===== src/sfd_pkg.sv =====
// Shared constants and types for the speed filter (dead zone, hysteresis,
// moving average, slew limit, clamp). No dependencies.
package sfd_pkg;

    localparam int DATA_W     = 16;
    localparam int WINDOW     = 8;
    localparam int POS_W      = (WINDOW > 1) ? $clog2(WINDOW) : 1;
    localparam int CNT_W      = $clog2(WINDOW + 1);
    localparam int SUM_W      = DATA_W + $clog2(WINDOW);
    localparam int QCNT_W     = $clog2(SUM_W + 1);
    localparam int CFG_ADDR_W = 3;

    localparam logic [DATA_W-1:0] RST_DEAD_ZONE   = DATA_W'(32);
    localparam logic [DATA_W-1:0] RST_START_LEVEL = DATA_W'(48);
    localparam logic [DATA_W-1:0] RST_STOP_LEVEL  = DATA_W'(24);
    localparam logic [DATA_W-1:0] RST_MAX_CHANGE  = DATA_W'(240);
    localparam logic [DATA_W-1:0] RST_MAX_SPEED   = DATA_W'(3840);

    typedef enum logic [CFG_ADDR_W-1:0] {
        REG_DEAD_ZONE   = 3'd0,
        REG_START_LEVEL = 3'd1,
        REG_STOP_LEVEL  = 3'd2,
        REG_MAX_CHANGE  = 3'd3,
        REG_MAX_SPEED   = 3'd4
    } t_cfg_reg;

    typedef enum logic [4:0] {
        S_IDLE = 5'b00001,
        S_SUM  = 5'b00010,
        S_DIV  = 5'b00100,
        S_SLEW = 5'b01000,
        S_OUT  = 5'b10000
    } t_state;

endpackage


===== src/sfd_div.sv =====
// Bit-serial restoring divider: running sum by sample count, one quotient
// bit per cycle. Depends on sfd_pkg.
module sfd_div import sfd_pkg::*; (
    input  logic             i_clk,
    input  logic             i_rst_n,
    input  logic             i_start,
    input  logic [SUM_W-1:0] i_dividend,
    input  logic [CNT_W-1:0] i_divisor,
    output logic             o_done,
    output logic [SUM_W-1:0] o_quotient
);

    logic              r_busy;
    logic              r_done;
    logic [QCNT_W-1:0] r_cnt;
    logic [CNT_W-1:0]  r_rem;
    logic [CNT_W-1:0]  r_div;
    logic [SUM_W-1:0]  r_quo;   // dividend shifts out at the top, quotient in at the bottom
    logic [CNT_W:0]    w_sh;
    logic              w_ge;
    logic [CNT_W:0]    w_diff;

    assign w_sh   = {r_rem, r_quo[SUM_W-1]};
    assign w_ge   = (w_sh >= {1'b0, r_div});
    assign w_diff = w_sh - {1'b0, r_div};

    always_ff @(posedge i_clk) begin
        if (!i_rst_n) begin
            r_busy <= 1'b0;
            r_done <= 1'b0;
            r_cnt  <= '0;
        end else begin
            r_done <= 1'b0;
            if (i_start) begin
                r_busy <= 1'b1;
                r_cnt  <= QCNT_W'(SUM_W);
            end else if (r_busy) begin
                r_cnt <= r_cnt - 1'b1;
                if (r_cnt == QCNT_W'(1)) begin
                    r_busy <= 1'b0;
                    r_done <= 1'b1;
                end
            end
        end
    end

    always_ff @(posedge i_clk) begin
        if (i_start) begin
            r_quo <= i_dividend;
            r_rem <= '0;
            r_div <= i_divisor;
        end else if (r_busy) begin
            r_quo <= {r_quo[SUM_W-2:0], w_ge};
            r_rem <= w_ge ? w_diff[CNT_W-1:0] : w_sh[CNT_W-1:0];
        end
    end

    assign o_done     = r_done;
    assign o_quotient = r_quo;

    assert property (@(posedge i_clk) disable iff (!i_rst_n)
        r_done |-> !r_busy)
        else $error("divider done while still busy");

endmodule


===== src/speed_filter_deadzone_avg_slew_top.sv =====
// Speed filter top: dead zone, moving hysteresis, WINDOW-sample running
// average (serial divide), slew limit and clamp. Depends on sfd_pkg, sfd_div.
//
//  port group     dir  payload                              handshake
//  i_s_*          in   tdata[15:0] raw_speed                tvalid/tready
//  o_m_*          out  tdata[15:0] filtered_speed,          tvalid/tready
//                      tuser[0] moving
//  i_cfg_*        in   addr = register index, wdata[15:0]   we, no wait
//
// A request passes through S_SUM, S_DIV (the bit-serial divider, one quotient
// bit per cycle), S_SLEW and S_OUT between accept and result.
// tready is high only in S_IDLE, which is reached once the previous result
// sits in the output register; no new request is taken while one is in flight.
// Reset is synchronous, active low; the sample ring holds no reset value.
// A stalled output holds the finished result and the next one waits in S_OUT.
module speed_filter_deadzone_avg_slew_top import sfd_pkg::*; (
    input  logic                  i_clk,
    input  logic                  i_rst_n,
    input  logic                  i_s_tvalid,
    output logic                  o_s_tready,
    input  logic [DATA_W-1:0]     i_s_tdata,    // [15:0] raw_speed
    output logic                  o_m_tvalid,
    input  logic                  i_m_tready,
    output logic [DATA_W-1:0]     o_m_tdata,    // [15:0] filtered_speed
    output logic                  o_m_tuser,    // [0] moving
    input  logic                  i_cfg_we,
    input  logic [CFG_ADDR_W-1:0] i_cfg_addr,
    input  logic [DATA_W-1:0]     i_cfg_wdata
);

    t_state            r_state;
    logic [DATA_W-1:0] r_dead_zone, r_start_level, r_stop_level, r_max_change, r_max_speed;
    logic              r_flag;
    logic [DATA_W-1:0] r_v;
    logic [DATA_W-1:0] r_ring [WINDOW];
    logic [POS_W-1:0]  r_pos;
    logic [CNT_W-1:0]  r_count;
    logic [SUM_W-1:0]  r_sum;
    logic [DATA_W-1:0] r_last;
    logic              r_out_valid;
    logic [DATA_W-1:0] r_out_data;
    logic              r_out_moving;

    logic              w_accept;
    logic [DATA_W-1:0] w_dz;
    logic              n_flag;
    logic [DATA_W-1:0] n_v;
    logic              w_full;
    logic [SUM_W-1:0]  n_sum;
    logic [CNT_W-1:0]  n_count;
    logic [POS_W-1:0]  n_pos;
    logic              w_div_done;
    logic [SUM_W-1:0]  w_quo;
    logic [DATA_W-1:0] w_avg;
    logic [DATA_W:0]   w_up;
    logic [DATA_W:0]   w_avg_mc;
    logic [DATA_W:0]   w_lim;
    logic [DATA_W-1:0] n_last;
    logic              w_can_load;

    assign o_s_tready = (r_state == S_IDLE);
    assign w_accept   = i_s_tvalid && o_s_tready;

    // dead zone then hysteresis; zero passes while stationary
    always_comb begin
        w_dz   = (i_s_tdata < r_dead_zone) ? '0 : i_s_tdata;
        n_flag = r_flag;
        n_v    = '0;
        if (!r_flag && w_dz >= r_start_level) begin
            n_flag = 1'b1;
            n_v    = w_dz;
        end else if (r_flag && w_dz <= r_stop_level) begin
            n_flag = 1'b0;
        end else if (r_flag) begin
            n_v = w_dz;
        end
    end

    assign w_full  = (r_count == CNT_W'(WINDOW));
    assign n_sum   = r_sum - (w_full ? SUM_W'(r_ring[r_pos]) : '0) + SUM_W'(r_v);
    assign n_count = w_full ? r_count : r_count + 1'b1;
    assign n_pos   = (r_pos == POS_W'(WINDOW - 1)) ? '0 : r_pos + 1'b1;

    sfd_div u_div (
        .i_clk      (i_clk),
        .i_rst_n    (i_rst_n),
        .i_start    (r_state == S_SUM),
        .i_dividend (n_sum),
        .i_divisor  (n_count),
        .o_done     (w_div_done),
        .o_quotient (w_quo)
    );

    // mean fits in DATA_W bits as it never exceeds the largest sample
    assign w_avg    = w_quo[DATA_W-1:0];
    assign w_up     = {1'b0, r_last} + {1'b0, r_max_change};
    assign w_avg_mc = {1'b0, w_avg} + {1'b0, r_max_change};

    always_comb begin
        if ({1'b0, w_avg} > w_up)
            w_lim = w_up;
        else if (w_avg_mc < {1'b0, r_last})
            w_lim = {1'b0, r_last - r_max_change};   // positive here, no floor needed
        else
            w_lim = {1'b0, w_avg};
        n_last = (w_lim > {1'b0, r_max_speed}) ? r_max_speed : w_lim[DATA_W-1:0];
    end

    assign w_can_load = !r_out_valid || i_m_tready;

    always_ff @(posedge i_clk) begin
        if (!i_rst_n) begin
            r_state <= S_IDLE;
        end else begin
            case (r_state)
                S_IDLE:  if (w_accept) r_state <= S_SUM;
                S_SUM:   r_state <= S_DIV;
                S_DIV:   if (w_div_done) r_state <= S_SLEW;
                S_SLEW:  r_state <= S_OUT;
                S_OUT:   if (w_can_load) r_state <= S_IDLE;
                default: r_state <= S_IDLE;
            endcase
        end
    end

    always_ff @(posedge i_clk) begin
        if (!i_rst_n) begin
            r_dead_zone   <= RST_DEAD_ZONE;
            r_start_level <= RST_START_LEVEL;
            r_stop_level  <= RST_STOP_LEVEL;
            r_max_change  <= RST_MAX_CHANGE;
            r_max_speed   <= RST_MAX_SPEED;
        end else if (i_cfg_we) begin
            case (t_cfg_reg'(i_cfg_addr))
                REG_DEAD_ZONE:   r_dead_zone   <= i_cfg_wdata;
                REG_START_LEVEL: r_start_level <= i_cfg_wdata;
                REG_STOP_LEVEL:  r_stop_level  <= i_cfg_wdata;
                REG_MAX_CHANGE:  r_max_change  <= i_cfg_wdata;
                REG_MAX_SPEED:   r_max_speed   <= i_cfg_wdata;
                default: ;
            endcase
        end
    end

    always_ff @(posedge i_clk) begin
        if (!i_rst_n) begin
            r_flag  <= 1'b0;
            r_pos   <= '0;
            r_count <= '0;
            r_sum   <= '0;
            r_last  <= '0;
        end else begin
            if (w_accept)
                r_flag <= n_flag;
            if (r_state == S_SUM) begin
                r_sum   <= n_sum;
                r_count <= n_count;
                r_pos   <= n_pos;
            end
            if (r_state == S_SLEW)
                r_last <= n_last;
        end
    end

    always_ff @(posedge i_clk) begin
        if (w_accept)
            r_v <= n_v;
        if (r_state == S_SUM)
            r_ring[r_pos] <= r_v;
    end

    always_ff @(posedge i_clk) begin
        if (!i_rst_n) begin
            r_out_valid <= 1'b0;
        end else if (r_state == S_OUT && w_can_load) begin
            r_out_valid <= 1'b1;
        end else if (r_out_valid && i_m_tready) begin
            r_out_valid <= 1'b0;
        end
    end

    always_ff @(posedge i_clk) begin
        if (r_state == S_OUT && w_can_load) begin
            r_out_data   <= r_last;
            r_out_moving <= r_flag;
        end
    end

    assign o_m_tvalid = r_out_valid;
    assign o_m_tdata  = r_out_data;
    assign o_m_tuser  = r_out_moving;

    assert property (@(posedge i_clk) disable iff (!i_rst_n)
        w_accept |=> (r_state == S_SUM))
        else $error("accepted request did not move to sum update");

    assert property (@(posedge i_clk) disable iff (!i_rst_n)
        r_count <= CNT_W'(WINDOW))
        else $error("sample count beyond window");

    assert property (@(posedge i_clk) disable iff (!i_rst_n)
        w_div_done |-> (r_state == S_DIV))
        else $error("divider finished outside divide state");

    assert property (@(posedge i_clk) disable iff (!i_rst_n)
        $rose(o_m_tvalid) |-> ($past(r_state) == S_OUT))
        else $error("output raised without a finished request");

endmodule

===== config.mk =====
export PLATFORM = sky130hd
export DESIGN_NAME = speed_filter_deadzone_avg_slew_top
export DESIGN_NICKNAME = d
export VERILOG_FILES = /design/src/sfd_pkg.sv /design/src/sfd_div.sv /design/src/speed_filter_deadzone_avg_slew_top.sv
export SDC_FILE = /design/constraint.sdc
export NUM_CORES = 1
export LEC_CHECK = 0
export BUFFER_PORTS_ARGS = -buffer_cell sky130_fd_sc_hd__buf_2
export CAP_MARGIN = 20
export CELL_PAD_IN_SITES_DETAIL_PLACEMENT = 1
export CELL_PAD_IN_SITES_GLOBAL_PLACEMENT = 2
export CORE_UTILIZATION = 27
export CTS_CLUSTER_DIAMETER = 100
export DETAILED_ROUTE_END_ITERATION = 12
export PLACE_DENSITY = 0.65
export SLEW_MARGIN = 20
export SYNTH_ARGS = -nofsm -noshare
export SYNTH_HDL_FRONTEND = slang
export SYNTH_SLANG_ARGS = --single-unit

===== constraint.sdc =====
create_clock -name i_clk -period 6 [get_ports i_clk]
set_input_delay 0.9 -clock i_clk [delete_from_list [all_inputs] [get_ports i_clk]]
set_output_delay 0.9 -clock i_clk [all_outputs]
set_load 0.02 [all_outputs]

==> results.py <==
metrics = {
    "drt": {
        "dr.pass1.iters": 5,
        "wl_per_cell_um": 19.9,
        "drt_iter0_markers": 694,
        "postRouteAntennaNets": 0,
        "drt-total-wl_mm": 59.1,
        "drc_errors": 0,
        "vias_per_cell": 4.80,
        "vias": 14300,
    },
    "timing": {
        "period_share_pct": 104,
        "setup_viol": 16,
        "timing.slew.headroom_pct": 28.8,
        "hold_viol": 0,
        "max_freq_mhz": 160,
        "fin_crit_ps": 6260,
        "fin_skew_ps": 50.1,
        "rsz0062_at_grt": "true",
        "slew_violations": 0,
        "setup_slack_ps": -256,
        "tightest_slew_ps": 1060,
    },
    "placed_design": {
        "hpwl_mm": 44.9,
        "place_area_mm2": 0.0209,
        "dpl_worst_slack_ps": -641,
        "gp_congestion": 0.889,
        "port_buffers": 58,
    },
    "setup_path": {
        "critPathMaxStageDelay_ps": 390,
        "worstSetupPathType": "reg2reg",
        "path_max_fanout": 6,
        "start_kind": "flop",
        "arrival_ps": 6720,
        "crit_family": "compound AO/OA/AOI/OAI gates",
        "critical_path.endpoint_type": "flop",
        "cpMostUsedCell": "a21oi_2",
        "worst_ep_required_time_ps": 6460,
        "crit_slowest_cell": "edfxtp_1",
        "path_buf_inv": 4,
    },
    "global_route": {
        "grt.total_usage_pct": 17.0,
        "grt_overflow": 0,
        "antenna_found_initial": 0,
        "grt_pass1_wl_mm": 90.7,
        "grt_max_degree": 45,
        "grt_pass1_vias": 15300,
    },
    "job": {
        "cap_violations": 0,
    },
    "power": {
        "ir_drop_mv": 0.190,
        "power.leakage_uw": 0.00887,
        "p_per_area_mw_per_mm2": 352,
    },
    "floorplan": {
        "row_count": 95,
        "die_w_um": 264,
        "dieArea_mm2": 0.0696,
        "start_util_pct": 27.4,
        "die_height_um": 264,
        "ios": 59,
        "core-area_mm2": 0.0675,
    },
    "synthesis": {
        "ys.flop_type": "edfxtp_1",
        "synth-seq-cells": 327,
        "syn_area_mm2": 0.0185,
        "syn_nets": 2080,
        "yosysSeqAreaShare_pct": 45.3,
        "syn_inst": 1850,
        "synthDistinctLibCells": 77,
        "postSynthAreaPerCell_um2": 10.0,
        "yosysTopAreaCellShare_pct": 29.8,
        "synthArstFlopShare_pct": 0,
        "ys_warn_count": 0,
        "synth-edff-count": 184,
        "yosysTopAreaCell": "edfxtp_1",
        "synthTopCellsByArea": "edfxtp_1 (30%), dfxtp_1 (15%), ha_1 (11%), nand2_1 (5.3%), a21oi_1 (4.4%)",
    },
    "clock_network": {
        "clock-sinks": 327,
        "h-tree-depth": 2,
        "clk_pin_slew_ps": 60,
        "clk_latency_ps": 590,
        "cts_tree": "yes",
        "clock_path_buffers": 3,
        "cts_buffers": 40,
        "cts_root_buffer": "clkbuf_16",
    },
    "cells_and_area": {
        "design_area_mm2": 0.0229,
        "nets": 2293,
        "area_growth_pct": 23.9,
        "fin_util_pct": 34.0,
        "fillCellCount": 7612,
        "drive_gt1_share_pct": 20.7,
        "multi_input_area_mm2": 0.00959,
        "regArea_mm2": 0.00839,
    },
    "status": {
        "violations": "negative setup slack",
        "outcome": "finished with violations",
    },
    "worst_hold_path": {
        "hold_path.class": "reg2reg",
    },
}
-- worst paths after layout --
path / from / to / slack, ps / cells past startpoint
worst min-delay path: r_dead_zone[9] / r_dead_zone[9] / 460 / 2
worst max-delay path: u_div.o_quotient[1] / r_last[3] / -260 / 33
worst min register to register: r_dead_zone[9] / r_dead_zone[9] / 460 / 2
worst max register to register: u_div.o_quotient[1] / r_last[3] / -260 / 33
-- per-layer routing --
metal / GRT usage [%] / vias up / wire length (um)
met3: 2.12 / 74 / 1840
met1: 22.4 / 7068 / 27600
met5: 0 / - / 0
met2: 28.6 / 192 / 27700
li1: - / 6921 / -
met4: 6.21 / 0 / 1930
-- layout make-up --
type,count,share of cell area (%)
multi-input combinational,1252,41.8
sequential,327,36.6
timing repair buffer,241,7.52
tap,873,4.76
clock buffer,51,4.59
inverter,201,3.30
clock inverter,23,1.39
antenna,1,0.0109
-- worst min-delay path: cells and delay by family (launching register included) --
kind | cells | cell delay [ps]
AO/OA/AOI/OAI | 1 | 50
flip-flops | 1 | 310
AND/OR/NAND/NOR | 1 | 50
-- through the flow --
| stage | std cells | hold WS, ps | power (uW) | setup TNS [ps] |
|---|---|---|---|---|
| detailed placement | 2870 | 450 | 5310 | -9290 |
| CTS | 2959 | 459 | 8090 | -823 |
| global placement | 2870 | 443 | 5250 | -5720 |
| floorplan | 1850 | 424 | 4380 | 0 |
| finish | 2969 | 456 | 8060 | -1960 |
| global route | 2968 | 477 | 8530 | -6900 |
-- repair_timing --
item	CTS	global route
pin swaps	50	34
hold buffers	0	0
gates resized for setup	72	28
buffers inserted	16	7
endpoints found under the setup margin	16	16
-- power breakdown --
| part | leakage (uW) | switching (uW) | internal [uW] | total, uW |
|---|---|---|---|---|
| registers | 0.00284 | 172 | 2610 | 2790 |
| clock network | 0.000658 | 1070 | 1490 | 2560 |
| logic | 0.00538 | 1500 | 1220 | 2720 |
-- layout by cell type, fill, tap and decap left out, types with 7 or more instances in the layout --
| master | n |
|---|---|
| o21bai_1 | 7 |
| a21o_1 | 30 |
| nor3_1 | 17 |
| a221oi_2 | 7 |
| ha_1 | 159 |
| or2_2 | 7 |
| edfxtp_1 | 184 |
| nand4_1 | 16 |
| nor2_1 | 105 |
| a21oi_1 | 152 |
| o211ai_1 | 21 |
| a21oi_2 | 9 |
| xor2_1 | 11 |
| and2_1 | 39 |
| clkbuf_16 | 40 |
| nand3_1 | 15 |
| mux4_2 | 32 |
| inv_1 | 199 |
| dfxtp_1 | 140 |
| nor2b_1 | 16 |
| a211oi_1 | 13 |
| mux2i_1 | 38 |
| o21a_1 | 18 |
| a221oi_1 | 8 |
| ha_4 | 8 |
| buf_2 | 58 |
| nand2b_1 | 22 |
| fa_1 | 18 |
| buf_6 | 8 |
| buf_4 | 171 |
| nand2_1 | 257 |
| clkbuf_1 | 10 |
| o21ai_0 | 41 |
| xnor2_1 | 44 |
-- kinds of logic (layout without fill, tap and decap cells) --
kind of cell,count (synthesis),in the layout,share of synthesized area (%)
and+or+nand+nor,558,558,13.9
AOI/OAI and AO/OA,376,376,12.9
muxes,71,71,6.01
DFF,327,327,45.3
adders and majority gates,190,190,13.7
xor gates and xnor gates,57,57,2.70
buffers and inverters,271,516,5.55
other,0,1,0
-- Yosys cell counts, drive strengths merged (16+ instances only) --
| cell type | n |
|---|---|
| nand2 | 260 |
| inv | 201 |
| edfxtp | 184 |
| ha | 170 |
| a21oi | 163 |
| dfxtp | 143 |
| nor2 | 110 |
| clkbuf | 53 |
| o21ai | 52 |
| xnor2 | 46 |
| and2 | 42 |
| mux2i | 38 |
| mux4 | 32 |
| a21o | 30 |
| nand2b | 23 |
| nor3 | 22 |
| o211ai | 22 |
| fa | 20 |
| nor2b | 18 |
| o21a | 18 |
| buf | 17 |
| nand3 | 17 |
| nand4 | 16 |
-- flip-flops by register name, summed over array words and instances, names as in the netlist, 5 cells and up, named ones only --
| signal | flops |
|---|---|
| r_max_change | 16 |
| u_div.r_cnt | 5 |
| o_m_tdata | 16 |
| r_ring | 128 |
| r_state | 5 |
| r_v | 16 |
| r_max_speed | 16 |
| r_stop_level | 16 |
| r_sum | 19 |
| u_div.o_quotient | 19 |
| r_start_level | 16 |
| r_dead_zone | 16 |
| r_last | 16 |
Note: power is estimated with default switching activity, not from simulation.
